`src/design/assert_macros.svh`:
```
// Assertion macros used by the top-level design file.
// Define ASSERT_OFF to compile the assertions out.
`ifndef ASSERT_MACROS_SVH
`define ASSERT_MACROS_SVH

`ifndef ASSERT_OFF

// Whenever the antecedent holds at a clock edge, the consequent holds too.
`define ASSERT_IMPLIES(name, clk, rst_n, pre, post) \
    name: assert property (@(posedge clk) disable iff (!rst_n) (pre) |-> (post)) \
        else $error("assertion failed: implication violated");

// The condition never holds at a clock edge outside reset.
`define ASSERT_NEVER(name, clk, rst_n, cond) \
    name: assert property (@(posedge clk) disable iff (!rst_n) !(cond)) \
        else $error("assertion failed: forbidden condition seen");

`else

`define ASSERT_IMPLIES(name, clk, rst_n, pre, post)
`define ASSERT_NEVER(name, clk, rst_n, cond)

`endif

`endif

```
`src/design/gda_pkg.sv`:
```
package gda_pkg;

    // Field widths of the stream payloads.
    localparam int unsigned AMT_W   = 14;
    localparam int unsigned DAY_W   = 5;
    localparam int unsigned MON_W   = 4;
    localparam int unsigned OYEAR_W = 14;
    localparam int unsigned KIND_W  = 3;

    localparam int unsigned IN_TDATA_W  = 40;
    localparam int unsigned IN_TUSER_W  = 3;
    localparam int unsigned OUT_TDATA_W = 24;
    localparam int unsigned OUT_TUSER_W = 2;

    // Working year width: start year plus ten thousand decades fits in 17 bits.
    localparam int unsigned YEAR_W = 17;
    // Remaining-day counter: up to 9999 weeks of days.
    localparam int unsigned REM_W  = 17;

    localparam int unsigned MAX_YEAR_DEF = 9999;

    // Year modulo 400 is found by restoring subtraction of 400 << k, k = 8 down to 0.
    localparam int unsigned MOD_BASE  = 400;
    localparam int unsigned MOD_STEPS = 9;
    localparam int unsigned K_W       = 4;

    localparam logic [MON_W-1:0] MON_JAN = 4'd1;
    localparam logic [MON_W-1:0] MON_FEB = 4'd2;
    localparam logic [MON_W-1:0] MON_APR = 4'd4;
    localparam logic [MON_W-1:0] MON_JUN = 4'd6;
    localparam logic [MON_W-1:0] MON_SEP = 4'd9;
    localparam logic [MON_W-1:0] MON_NOV = 4'd11;
    localparam logic [MON_W-1:0] MON_DEC = 4'd12;
    localparam int unsigned      MONTHS_PER_YEAR = 12;
    localparam int unsigned      DAYS_PER_WEEK   = 7;
    localparam int unsigned      YEARS_PER_DECADE = 10;

    // Unit selector carried in the input tuser.
    typedef enum logic [KIND_W-1:0] {
        UNIT_DAYS    = 3'd0,
        UNIT_WEEKS   = 3'd1,
        UNIT_MONTHS  = 3'd2,
        UNIT_YEARS   = 3'd3,
        UNIT_DECADES = 3'd4
    } t_unit;

    // Controller states.
    typedef enum logic [3:0] {
        S_IDLE,
        S_MOD_IN,
        S_CHECK,
        S_DAYS,
        S_MONTHS,
        S_SAT,
        S_MOD_OUT,
        S_CLAMP,
        S_PUB
    } t_state;

    // Datapath operation issued by the controller in each cycle.
    typedef enum logic [3:0] {
        OP_NONE,
        OP_LOAD,
        OP_MOD,
        OP_CHECK,
        OP_DAY,
        OP_MONTH,
        OP_SAT,
        OP_CLAMP,
        OP_PUB
    } t_dp_op;

    // Datapath status seen by the controller.
    typedef struct packed {
        logic              bad;
        logic [KIND_W-1:0] kind;
        logic              mod_last;
        logic              day_done;
        logic              month_done;
        logic              out_busy;
    } t_dp_status;

    // Leap rule from the low year bits and the year modulo 400.
    function automatic logic is_leap(input logic [1:0] y_lo, input logic [8:0] y_mod400);
        return (y_lo == 2'd0) && (y_mod400 != 9'd100) && (y_mod400 != 9'd200)
            && (y_mod400 != 9'd300);
    endfunction

    // Length of a month; months outside 1..12 are screened elsewhere.
    function automatic logic [DAY_W-1:0] days_in(input logic [MON_W-1:0] m, input logic leap);
        logic [DAY_W-1:0] len;
        if (m == MON_FEB) begin
            len = leap ? 5'd29 : 5'd28;
        end else if (m == MON_APR || m == MON_JUN || m == MON_SEP || m == MON_NOV) begin
            len = 5'd30;
        end else begin
            len = 5'd31;
        end
        return len;
    endfunction

endpackage

```
`src/design/gregorian_date_adder.sv`:
```
// Day and week units step one month per cycle, then finish inside the last month.
// Month units step one year per cycle, then add the leftover months.
// An invalid start date skips the calendar work.
// One transaction at a time: the next input is taken only after the result loads the output register.
// Synchronous active-low reset clears the controller and the output valid flag.
`include "assert_macros.svh"

module gregorian_date_adder #(
    parameter int unsigned MAX_YEAR = gda_pkg::MAX_YEAR_DEF
) (
    input  logic                                i_clk,
    input  logic                                i_rst_n,
    // Input stream.
    input  logic                                i_s_tvalid,
    output logic                                o_s_tready,
    // amount[13:0], start_day[18:14], start_month[22:19], start_year[36:23], zero[39:37]
    input  logic [gda_pkg::IN_TDATA_W-1:0]      i_s_tdata,
    // req_type[2:0]
    input  logic [gda_pkg::IN_TUSER_W-1:0]      i_s_tuser,
    // Output stream.
    output logic                                o_m_tvalid,
    input  logic                                i_m_tready,
    // end_day[4:0], end_month[8:5], end_year[22:9], zero[23]
    output logic [gda_pkg::OUT_TDATA_W-1:0]     o_m_tdata,
    // bad_date[0], year_overflow[1]
    output logic [gda_pkg::OUT_TUSER_W-1:0]     o_m_tuser
);
    import gda_pkg::*;

    t_dp_op     op;
    t_dp_status status;

    // Sequencer.
    gda_ctrl u_ctrl (
        .i_clk      (i_clk),
        .i_rst_n    (i_rst_n),
        .i_in_valid (i_s_tvalid),
        .o_in_ready (o_s_tready),
        .i_status   (status),
        .o_op       (op)
    );

    // Calendar datapath and output register.
    gda_datapath #(
        .MAX_YEAR (MAX_YEAR)
    ) u_datapath (
        .i_clk       (i_clk),
        .i_rst_n     (i_rst_n),
        .i_op        (op),
        .o_status    (status),
        .i_in_data   (i_s_tdata),
        .i_in_user   (i_s_tuser),
        .i_out_ready (i_m_tready),
        .o_out_valid (o_m_tvalid),
        .o_out_data  (o_m_tdata),
        .o_out_user  (o_m_tuser)
    );

    // An invalid start date never reports a year overflow.
    `ASSERT_NEVER(a_bad_no_ovf, i_clk, i_rst_n, o_m_tvalid && o_m_tuser[0] && o_m_tuser[1])

    // An overflowed result carries the saturated year.
    `ASSERT_IMPLIES(a_ovf_year, i_clk, i_rst_n, o_m_tvalid && o_m_tuser[1],
                    o_m_tdata[22:9] == OYEAR_W'(MAX_YEAR))

    // A result from a valid date has a real month and a nonzero day.
    `ASSERT_IMPLIES(a_date_range, i_clk, i_rst_n, o_m_tvalid && !o_m_tuser[0],
                    (o_m_tdata[4:0] != 5'd0) && (o_m_tdata[8:5] >= MON_JAN)
                    && (o_m_tdata[8:5] <= MON_DEC))

    // The input is never taken while the controller is busy with a transaction.
    `ASSERT_IMPLIES(a_ready_idle, i_clk, i_rst_n, o_s_tready, op == OP_LOAD || op == OP_NONE)

endmodule

```
`src/design/gda_ctrl.sv`:
```
module gda_ctrl (
    input  logic                i_clk,
    input  logic                i_rst_n,
    input  logic                i_in_valid,
    output logic                o_in_ready,
    input  gda_pkg::t_dp_status i_status,
    output gda_pkg::t_dp_op     o_op
);
    import gda_pkg::*;

    t_state r_state;
    t_state n_state;

    // State register.
    always_ff @(posedge i_clk) begin
        if (!i_rst_n) begin
            r_state <= S_IDLE;
        end else begin
            r_state <= n_state;
        end
    end

    // Next state and datapath operation.
    always_comb begin
        n_state    = r_state;
        o_op       = OP_NONE;
        o_in_ready = 1'b0;
        unique case (r_state)
            S_IDLE: begin
                o_in_ready = 1'b1;
                if (i_in_valid) begin
                    o_op    = OP_LOAD;
                    n_state = S_MOD_IN;
                end
            end
            S_MOD_IN: begin
                o_op = OP_MOD;
                if (i_status.mod_last) begin
                    n_state = S_CHECK;
                end
            end
            S_CHECK: begin
                o_op = OP_CHECK;
                priority if (i_status.bad) begin
                    n_state = S_PUB;
                end else if (i_status.kind == UNIT_DAYS || i_status.kind == UNIT_WEEKS) begin
                    n_state = S_DAYS;
                end else if (i_status.kind == UNIT_MONTHS) begin
                    n_state = S_MONTHS;
                end else begin
                    n_state = S_SAT;
                end
            end
            S_DAYS: begin
                o_op = OP_DAY;
                if (i_status.day_done) begin
                    n_state = S_SAT;
                end
            end
            S_MONTHS: begin
                o_op = OP_MONTH;
                if (i_status.month_done) begin
                    n_state = S_SAT;
                end
            end
            S_SAT: begin
                o_op    = OP_SAT;
                n_state = S_MOD_OUT;
            end
            S_MOD_OUT: begin
                o_op = OP_MOD;
                if (i_status.mod_last) begin
                    n_state = S_CLAMP;
                end
            end
            S_CLAMP: begin
                o_op    = OP_CLAMP;
                n_state = S_PUB;
            end
            S_PUB: begin
                if (!i_status.out_busy) begin
                    o_op    = OP_PUB;
                    n_state = S_IDLE;
                end
            end
            default: begin
                n_state = S_IDLE;
            end
        endcase
    end

endmodule

```
`src/design/gda_datapath.sv`:
```
module gda_datapath #(
    parameter int unsigned MAX_YEAR = gda_pkg::MAX_YEAR_DEF
) (
    input  logic                                i_clk,
    input  logic                                i_rst_n,
    input  gda_pkg::t_dp_op                     i_op,
    output gda_pkg::t_dp_status                 o_status,
    input  logic [gda_pkg::IN_TDATA_W-1:0]      i_in_data,
    input  logic [gda_pkg::IN_TUSER_W-1:0]      i_in_user,
    input  logic                                i_out_ready,
    output logic                                o_out_valid,
    output logic [gda_pkg::OUT_TDATA_W-1:0]     o_out_data,
    output logic [gda_pkg::OUT_TUSER_W-1:0]     o_out_user
);
    import gda_pkg::*;

    localparam logic [YEAR_W-1:0] MaxYearW = YEAR_W'(MAX_YEAR);
    localparam logic [K_W-1:0]    KStart   = K_W'(MOD_STEPS - 1);

    // Working registers of the current transaction.
    logic [KIND_W-1:0] r_kind;
    logic [AMT_W-1:0]  r_amt;
    logic [DAY_W-1:0]  r_d;
    logic [MON_W-1:0]  r_m;
    logic [YEAR_W-1:0] r_y;
    logic [REM_W-1:0]  r_rem;
    logic [YEAR_W-1:0] r_mod;
    logic [K_W-1:0]    r_k;
    logic              r_bad;
    logic              r_ovf;

    // Output register.
    logic                r_out_valid;
    logic [DAY_W-1:0]    r_out_day;
    logic [MON_W-1:0]    r_out_mon;
    logic [OYEAR_W-1:0]  r_out_year;
    logic                r_out_bad;
    logic                r_out_ovf;

    logic              leap;
    logic [DAY_W-1:0]  dim;
    logic [DAY_W-1:0]  left;
    logic [YEAR_W-1:0] mod_sub;
    logic [YEAR_W-1:0] y_inc;
    logic [YEAR_W-1:0] mod_inc;
    logic [YEAR_W-1:0] y_sat;
    logic [DAY_W-1:0]  m_sum;
    logic              date_ok;
    logic [REM_W-1:0]  amt_week;
    logic [YEAR_W-1:0] amt_dec;

    // Calendar arithmetic on the current date.
    always_comb begin
        leap     = is_leap(r_y[1:0], r_mod[8:0]);
        dim      = days_in(r_m, leap);
        left     = dim - r_d;
        mod_sub  = YEAR_W'(MOD_BASE) << r_k;
        y_inc    = r_y + YEAR_W'(1);
        mod_inc  = (r_mod == YEAR_W'(MOD_BASE - 1)) ? '0 : r_mod + YEAR_W'(1);
        y_sat    = (r_y > MaxYearW) ? MaxYearW : r_y;
        m_sum    = {1'b0, r_m} + r_rem[DAY_W-1:0] - DAY_W'(1);
        date_ok  = (r_m >= MON_JAN) && (r_m <= MON_DEC) && (r_d != '0) && (r_d <= dim);
        amt_week = ({r_amt, 3'b000} - {3'b000, r_amt});
        amt_dec  = YEAR_W'({r_amt, 3'b000}) + YEAR_W'({r_amt, 1'b0});
    end

    // Status toward the controller.
    always_comb begin
        o_status.bad        = !date_ok;
        o_status.kind       = r_kind;
        o_status.mod_last   = (r_k == '0);
        o_status.day_done   = (r_rem <= REM_W'(left));
        o_status.month_done = (r_rem < REM_W'(MONTHS_PER_YEAR));
        o_status.out_busy   = r_out_valid && !i_out_ready;
    end

    // Working registers, one operation per cycle.
    always_ff @(posedge i_clk) begin
        unique case (i_op)
            OP_LOAD: begin
                r_kind <= i_in_user;
                r_amt  <= i_in_data[13:0];
                r_d    <= i_in_data[18:14];
                r_m    <= i_in_data[22:19];
                r_y    <= YEAR_W'(i_in_data[36:23]);
                r_mod  <= YEAR_W'(i_in_data[36:23]);
                r_k    <= KStart;
                r_bad  <= 1'b0;
                r_ovf  <= 1'b0;
            end
            OP_MOD: begin
                if (r_mod >= mod_sub) begin
                    r_mod <= r_mod - mod_sub;
                end
                if (r_k != '0) begin
                    r_k <= r_k - K_W'(1);
                end
            end
            OP_CHECK: begin
                r_bad <= !date_ok;
                if (date_ok) begin
                    if (r_kind == UNIT_DAYS || r_kind == UNIT_MONTHS) begin
                        r_rem <= REM_W'(r_amt);
                    end else if (r_kind == UNIT_WEEKS) begin
                        r_rem <= amt_week;
                    end else if (r_kind == UNIT_YEARS) begin
                        r_y <= r_y + YEAR_W'(r_amt);
                    end else if (r_kind == UNIT_DECADES) begin
                        r_y <= r_y + amt_dec;
                    end
                end
            end
            OP_DAY: begin
                // Finish inside this month, or move to the first of the next.
                if (r_rem <= REM_W'(left)) begin
                    r_d <= r_d + r_rem[DAY_W-1:0];
                end else begin
                    r_rem <= r_rem - REM_W'(left) - REM_W'(1);
                    r_d   <= DAY_W'(1);
                    if (r_m == MON_DEC) begin
                        r_m   <= MON_JAN;
                        r_y   <= y_inc;
                        r_mod <= mod_inc;
                    end else begin
                        r_m <= r_m + MON_W'(1);
                    end
                end
            end
            OP_MONTH: begin
                // Whole years first, then the leftover months.
                if (r_rem >= REM_W'(MONTHS_PER_YEAR)) begin
                    r_y   <= y_inc;
                    r_rem <= r_rem - REM_W'(MONTHS_PER_YEAR);
                end else if (m_sum >= DAY_W'(MONTHS_PER_YEAR)) begin
                    r_y <= y_inc;
                    r_m <= MON_W'(m_sum - DAY_W'(MONTHS_PER_YEAR - 1));
                end else begin
                    r_m <= MON_W'(m_sum + DAY_W'(1));
                end
            end
            OP_SAT: begin
                r_y   <= y_sat;
                r_ovf <= (r_y > MaxYearW);
                r_mod <= y_sat;
                r_k   <= KStart;
            end
            OP_CLAMP: begin
                if (r_d > dim) begin
                    r_d <= dim;
                end
            end
            OP_NONE, OP_PUB: begin
            end
            default: begin
            end
        endcase
    end

    // Output payload, loaded when the result is published.
    always_ff @(posedge i_clk) begin
        if (i_op == OP_PUB) begin
            r_out_day  <= r_d;
            r_out_mon  <= r_m;
            r_out_year <= r_y[OYEAR_W-1:0];
            r_out_bad  <= r_bad;
            r_out_ovf  <= r_ovf;
        end
    end

    // Output valid flag.
    always_ff @(posedge i_clk) begin
        if (!i_rst_n) begin
            r_out_valid <= 1'b0;
        end else if (i_op == OP_PUB) begin
            r_out_valid <= 1'b1;
        end else if (i_out_ready) begin
            r_out_valid <= 1'b0;
        end
    end

    assign o_out_valid = r_out_valid;
    assign o_out_data  = {1'b0, r_out_year, r_out_mon, r_out_day};
    assign o_out_user  = {r_out_ovf, r_out_bad};

endmodule
```
`config.mk`:
```
export PLATFORM = sky130hd
export DESIGN_NAME = gregorian_date_adder
export DESIGN_NICKNAME = d
export VERILOG_FILES = /design/src/design/gda_pkg.sv /design/src/design/gregorian_date_adder.sv /design/src/design/gda_ctrl.sv /design/src/design/gda_datapath.sv
export VERILOG_INCLUDE_DIRS = /design/src /design/src/design
export SDC_FILE = /design/constraint.sdc
export NUM_CORES = 1
export LEC_CHECK = 0
export BUFFER_PORTS_ARGS = -buffer_cell sky130_fd_sc_hd__buf_2
export CORE_UTILIZATION = 28
export DETAILED_ROUTE_END_ITERATION = 10
export PLACE_DENSITY = 0.52
export SYNTH_ARGS = -nofsm -noshare
export SYNTH_HDL_FRONTEND = slang
export SYNTH_SLANG_ARGS = --single-unit
```
`constraint.sdc`:
```
create_clock -name i_clk -period 6.75 [get_ports i_clk]
set_input_delay 1.35 -clock i_clk [delete_from_list [all_inputs] [get_ports i_clk]]
set_output_delay 1.35 -clock i_clk [all_outputs]
set_load 0.05 [all_outputs]
```
* Word level (Yosys, flattened, before mapping)
Index checks and enable logic that the tools add are counted.
** Storage, ports and cells
- Output and inout bits :: 28
- Flip-flop bits (word level) :: 113
- Input port bits :: 47
- Word-level logic and storage cells :: 186
** Cells by class
- Order comparisons :: 10
- Muxes and demuxes :: 53
- Equality and inequality tests :: 49
- Add/subtract/negate cells :: 18
- Shift operators :: 1
- Reduce and logical (&&, ||, !) cells :: 38
** Operator list (count)
- 2-to-1 mux 17 bit :: 19
- case mux 17 bit (5 select lines) :: 1
- case mux 17 bit (4 select lines) :: 1
- 2-to-1 mux 4 bit :: 14
- case mux 17 bit (3 select lines) :: 1
- == test 4 x 3 -> 1 bit, second input constant :: 10
- case mux 4 bit (9 select lines) :: 1
- adder 17 x 1 -> 17 bit, second input constant :: 2
- case mux 4 bit (8 select lines) :: 1
- == test 4 x 2 -> 1 bit, second input constant :: 5
- == test 4 bit, second input constant :: 5
- inequality test 2 bit, second input constant :: 10
- adder 17 x 14 -> 17 bit :: 1
- adder 17 x 15 -> 17 bit :: 1
- adder 17 bit :: 1
- == test 17 x 9 -> 1 bit, second input constant :: 1
- greater-or-equal comparator 17 bit :: 1
- greater-or-equal comparator 17 x 4 -> 1 bit, second input constant :: 1
- > comparator 17 x 14 -> 1 bit, second input constant :: 1
- <= comparator 17 x 5 -> 1 bit :: 1
- < comparator 17 x 4 -> 1 bit, second input constant :: 1
- left shift 9 x 4 -> 17 bit, first input constant :: 1
- subtractor 17 x 1 -> 17 bit, second input constant :: 1
- subtractor 17 x 14 -> 17 bit :: 1
- 48 further kinds :: 87

* Longest topological paths before layout
- Depth after elaboration :: 11
- Mapped depth :: 19
- Depth with buffers taken out :: 19

* Modules after synthesis
From an unflattened synthesis, not the netlist that was laid out.
** Second synthesis, totals
- Cells, all modules :: 1126
- Area, all modules :: 10208.5 µm²
** By module, submodules not included
- gda_datapath :: area an instance 9816.9 µm², instances 1, seq. area each 3263.1 µm², cells an instance 1075
- gda_ctrl :: area an instance 391.6 µm², instances 1, seq. area each 80.1 µm², cells an instance 51

* Worst setup path after synthesis
No wires, ideal clock.
- Path kind :: register -> register
- Start point :: reg u_datapath.r_mod[7]
- End point :: reg u_datapath.r_mod[0] (enable)
- Stages on the path, launching flop included :: 19
- Period minus slack after synthesis :: 5.051 ns
- Setup time :: 0.412 ns
- Path buffers :: 1
- Path slack :: 1.699 ns
- Arrival :: 4.639 ns
- Data required time :: 6.338 ns
- Cell sequence :: edfxtp_1 > buf_2 > or4bb_1 > o32ai_1 > o21ai_0 > a31oi_1 > ha_1 > inv_1 > fa_1 > nor2_1 > xor2_1 > ha_1 > nand2_1 > nor3b_1 > a31oi_1 > o21ai_0 > nand3_1 > o21ai_0 > nor3_1
** Between the ends
- Cells in the longest elaborated chain, start to end :: 10
- Elaborated cells on any way between the ends :: 14
- Classes of those cells :: add/sub (1); order compare (2); eq/ne (5); mux (2); reduce/logical (4)
** RTL lines
- start, declared :: line gda_datapath.sv:27 : logic [YEAR_W-1:0] r_mod;
- start signal, assigned :: line gda_datapath.sv:86 : r_mod <= YEAR_W'(i_in_data[36:23]);
- start signal, assigned :: line gda_datapath.sv:93 : r_mod <= r_mod - mod_sub;
- start signal, assigned :: line gda_datapath.sv:123 : r_mod <= mod_inc;
- inequality test 9 x 7 -> 1 bit :: line gda_pkg.sv:85 : return (y_lo == 2'd0) && (y_mod400 != 9'd100) && (y_mod400 != 9'd200)
- logical AND 1 bit (2 in series) :: line gda_pkg.sv:85
- logical AND 1 bit :: line gda_pkg.sv:86 : && (y_mod400 != 9'd300);
- 2-to-1 mux 1 bit :: line gda_pkg.sv:93 : len = leap ? 5'd29 : 5'd28;
- 2-to-1 mux 5 bit :: line gda_pkg.sv:92 : if (m == MON_FEB) begin
- subtractor 5 bit :: line gda_datapath.sv:56 : left = dim - r_d;
- <= comparator 17 x 5 -> 1 bit :: line gda_datapath.sv:115 : if (r_rem <= REM_W'(left)) begin
- inequality test 2 bit (no line)
- AND reduction 4 bit (no line) *
Every way passes the cells marked *; elsewhere a longest branch is shown, timed or not.
A chain may end at the register's enable or synchronous reset.

* Worst setup path after layout
- Start point :: reg u_datapath.r_mod[7]
- End point :: reg u_datapath.r_y[12] (enable)
** Between the ends
- Cells in the longest elaborated chain, start to end :: 10
- Elaborated cells on any way between the ends :: 15
- Classes of those cells :: add/sub (1); order compare (2); eq/ne (5); mux (2); reduce/logical (5)
** RTL lines
- inequality test 9 x 7 -> 1 bit :: line gda_pkg.sv:85
- logical AND 1 bit (2 in series) :: line gda_pkg.sv:85
- logical AND 1 bit * :: line gda_pkg.sv:86
- 2-to-1 mux 1 bit * :: line gda_pkg.sv:93
- 2-to-1 mux 5 bit * :: line gda_pkg.sv:92
- subtractor 5 bit / <= comparator 5 bit (equally long branches) :: line gda_datapath.sv:56, gda_datapath.sv:62
- <= comparator 17 x 5 -> 1 bit / logical AND 1 bit (equally long branches) :: line gda_datapath.sv:115, gda_datapath.sv:62
- inequality test 2 bit (no line) / inequality test 2 x 1 -> 1 bit (equally long branches)
- AND reduction 8 bit (no line) *
- end signal, assigned :: line gda_datapath.sv:109 : r_y <= r_y + amt_dec;
- end signal, assigned :: line gda_datapath.sv:122 : r_y <= y_inc;
- end signal, assigned :: line gda_datapath.sv:132 : r_y <= y_inc;
- end, declared :: line gda_datapath.sv:25 : logic [YEAR_W-1:0] r_y;
Marks and branches as above.

==> metrics.md <==
| Metric | Value |
|---|---|
| Status | completed |
| Post_cts resized | 0 |
| All-layer global routing usage | 0.1682 |
| Setup-failing EPs final | 0 |
| Period Utilization, post-route | 0.7511 |
| RSZ-0062 raised after global routing | no |
| Commonest non-fill, non-tap cell in the layout | edfxtp_1 |
| Post-Syn Area per Cell | 9.258 µm² |
| Die area | 0.03757 mm² |
| Switch Pwr | 3.012 mW |
| Synthesized flop and latch total | 113 |
| Syn Inst Count | 1113 |
| Min Clock Period, post-route | 5.070 ns |
| Multi-input gate area | 0.006580 mm² |
| Slew @ Worst Pin | 0.9417 ns |
| Synth area leaders | edfxtp_1 31%, ha_1 11%, xnor2_1 4.0%, nand2_1 3.8%, o21ai_0 3.7% |
| DR iter-0 viols | 812 |
| Clk buf depth | 2 |
| Seq pwr share | 0.260 |
| Share of layout cells above drive strength 1 | 0.1284 |
| Worst endpoint data arrival time | 5.23 ns |
| Vias per cell | 5.480 |
| CP max FO | 17 |
| Via count | 9015 |
| Core Area | 0.03591 mm² |
| Switching share of power | 0.4781 |
| Cell Count Post-Placement | 1613 |
| Number of flops mapped to enable cells by yosys | 108 |
| Initial antenna violation count | 0 |
| Routed Antenna Nets | 0 |
| Mapped cell area | 0.01030 mm² |
| Yosys top cell area share | 0.3148 |
| DP HPWL | 23.50 mm |
| Std cell rows | 69 |
| Hold_sp | u_datapath.r_ovf |
| Filler cells | 3709 |
| Routed wire length | 30.98 mm |
| Starting density of the core | 0.2869 |
| Max_slew headroom | 0.3708 |
| Number of diodes | 0 |
| Layout Skew | 0.01032 ns |
| Fin cells | 1645 |
| Synth Flop Type | edfxtp_1 |
| Die Height | 193.8 µm |
| Class of the worst hold path | reg2reg |
| Max Clock Freq | 197.3 MHz |
| Yosys warns | 0 |
| Post-CTS Hold Fix Bufs | 0 |
| Setup Buffers After CTS | 0 |
| Slew Viols, Final | 0 |
| DRC errors left | 0 |
| TritonRoute pass-1 iters | 8 |
| Critical Path RT | 6.91 ns |
| P_leak | 4.428 nW |
| CTS tree | done |
| Number of global-route vias before repair | 8706 |
| Peak supply drop | 0.2129 mV |
| Combinational fraction of design power | 0.589 |
| Setup crit end kind | flip-flop |
| Share of flip-flops with an asynchronous set or reset | 0 |
| Dpl cell area | 0.01113 mm² |
| Io pins | 75 |
| Clock sink total | 113 |
| Clk pin slew, worst setup/hold paths | 0.06 ns |
| Clock latency on the worst-skew pair | 0.43 ns |
| Post-layout net count | 1328 |
| Clock power share | 0.151 |
| Global-route wire length before repair | 49.42 mm |
| CP Class | reg2reg |
| Total power | 6.301 mW |
| Total grt overflow | 0 |
| Root Driver | clkbuf_16 |
| FF/Latch Area | 0.003343 mm² |
| Area Overhead vs Synth | 13.90% |
| Setup_tns | 0 ns |
| Syn nets | 1270 |
| Reg2reg path depth | 17 |
| Pin count of the biggest net entering global routing | 26 |
| RD Place Congestion | 0.9060 |
| Startpoint types | flip-flop |
| Post-layout instance area | 0.01174 mm² |
| Internal power | 3.288 mW |
| Maxcap violations | 0 |
| CTS buffer count | 17 |
| H-Tree Depth | 4 |
| DIE WIDTH | 193.8 µm |
| Synth area leader | edfxtp_1 |
| Distinct cells, synth | 92 |
| Port buffer count | 70 |
| Origin of the critical flop-to-flop path | u_datapath.r_mod[7] |
| Most frequent cells in the layout | 108 x edfxtp_1, 105 x nand2_1, 92 x ha_1 |
| Power Dens Cells | 536.9 mW/mm² |
| Sequential share of the synthesized area | 0.3245 |
| CP startpoint | u_datapath.r_mod[7] |
| Final-report hold violation count | 0 |
| Routed length per instance | 18.83 µm |
| Hold depth | 0 |
## metal layers
layer  share of wire  global-route usage  up-vias
met5               0                   0        -
li1                -                   -     4336
met2            0.44              0.2583      296
met4           0.021             0.05467        0
met1            0.48              0.2381     4343
met3           0.060             0.02905       40
## synthesized netlist by cell type (all sizes together), types with 9 or more instances
cell    number
edfxtp     108
nand2      106
ha          92
nor2        86
o21ai       84
a21oi       58
inv         57
xnor2       47
nor3        38
xor2        37
nand3       30
buf         25
o21a        20
nand4       19
fa          18
o211ai      18
a21o        16
a22oi       15
clkbuf      15
nand2b      13
a211oi      12
nor2b       12
nor4        12
a221oi      11
a31oi       10
o22ai       10
or2          9
## power groups by stage
stage | clock, mW | sequential [mW] | combinational, mW
final | 0.950 | 1.64 | 3.71
after detailed placement | 0 | 1.65 | 3.68
after global routing | 0.995 | 1.69 | 4.17
after floorplan | 0 | 1.40 | 2.95
after global placement | 0 | 1.65 | 3.66
after CTS | 0.975 | 1.63 | 3.71
## path summary, 6_finish.rpt
check	slack, ns	to
worst max-delay path	1.68	u_datapath.r_y[12]
worst min-delay path	0.43	u_datapath.r_out_ovf
worst max register to register	1.68	u_datapath.r_y[12]
worst min register to register	0.43	u_datapath.r_out_ovf
## flip-flops by register name (all words and copies together) (netlist names), 4 cells and up
register / count
u_datapath.r_k: 4
u_datapath.r_mod: 17
u_datapath.r_out_mon: 4
u_datapath.r_y: 17
u_ctrl.r_state: 4
u_datapath.r_d: 5
u_datapath.r_m: 4
u_datapath.r_out_year: 14
u_datapath.r_out_day: 5
u_datapath.r_rem: 17
u_datapath.r_amt: 14
## logic make-up after synthesis
group | synth area share
buf+inv | 0.04007
flops | 0.3245
xor+xnor | 0.07140
fa+ha+maj | 0.1467
compound gates | 0.2138
mux | 0.008865
other cells | 0.0003639
simple gates | 0.1943
## layout make-up
type | count | share of cell area
inverter | 57 | 0.01823
sequential | 113 | 0.2849
multi-input combinational | 903 | 0.5607
tap | 461 | 0.04915
clock inverter | 13 | 0.01375
clock buffer | 19 | 0.03774
timing repair buffer | 79 | 0.03561
## stage by stage
stage               utilization  setup WS, ns  hold slack [ns]
finish                   0.3268         1.680           0.4287
global route             0.3268         1.194           0.4438
CTS                      0.3268         1.674           0.4363
detailed placement       0.3100         1.730           0.4213
global placement         0.3100         1.783           0.4075
floorplan                     -         1.699           0.4003
## worst max-delay path: stages, from the launching register on
cell and delay, ns:
edfxtp_1 0.54, or4bb_1 0.55, o32ai_1 0.31, o21ai_0 0.21, a31oi_1 0.27, ha_1 0.18
inv_1 0.08, fa_1 0.54, inv_1 0.06, ha_1 0.30, nor2b_1 0.14, o21a_1 0.16
o21a_1 0.15, o21ai_0 0.25, nand3_1 0.17, o21ai_0 0.53, nor2_1 0.12, buf_4 0.24
Power figures use the tool's default switching activity.
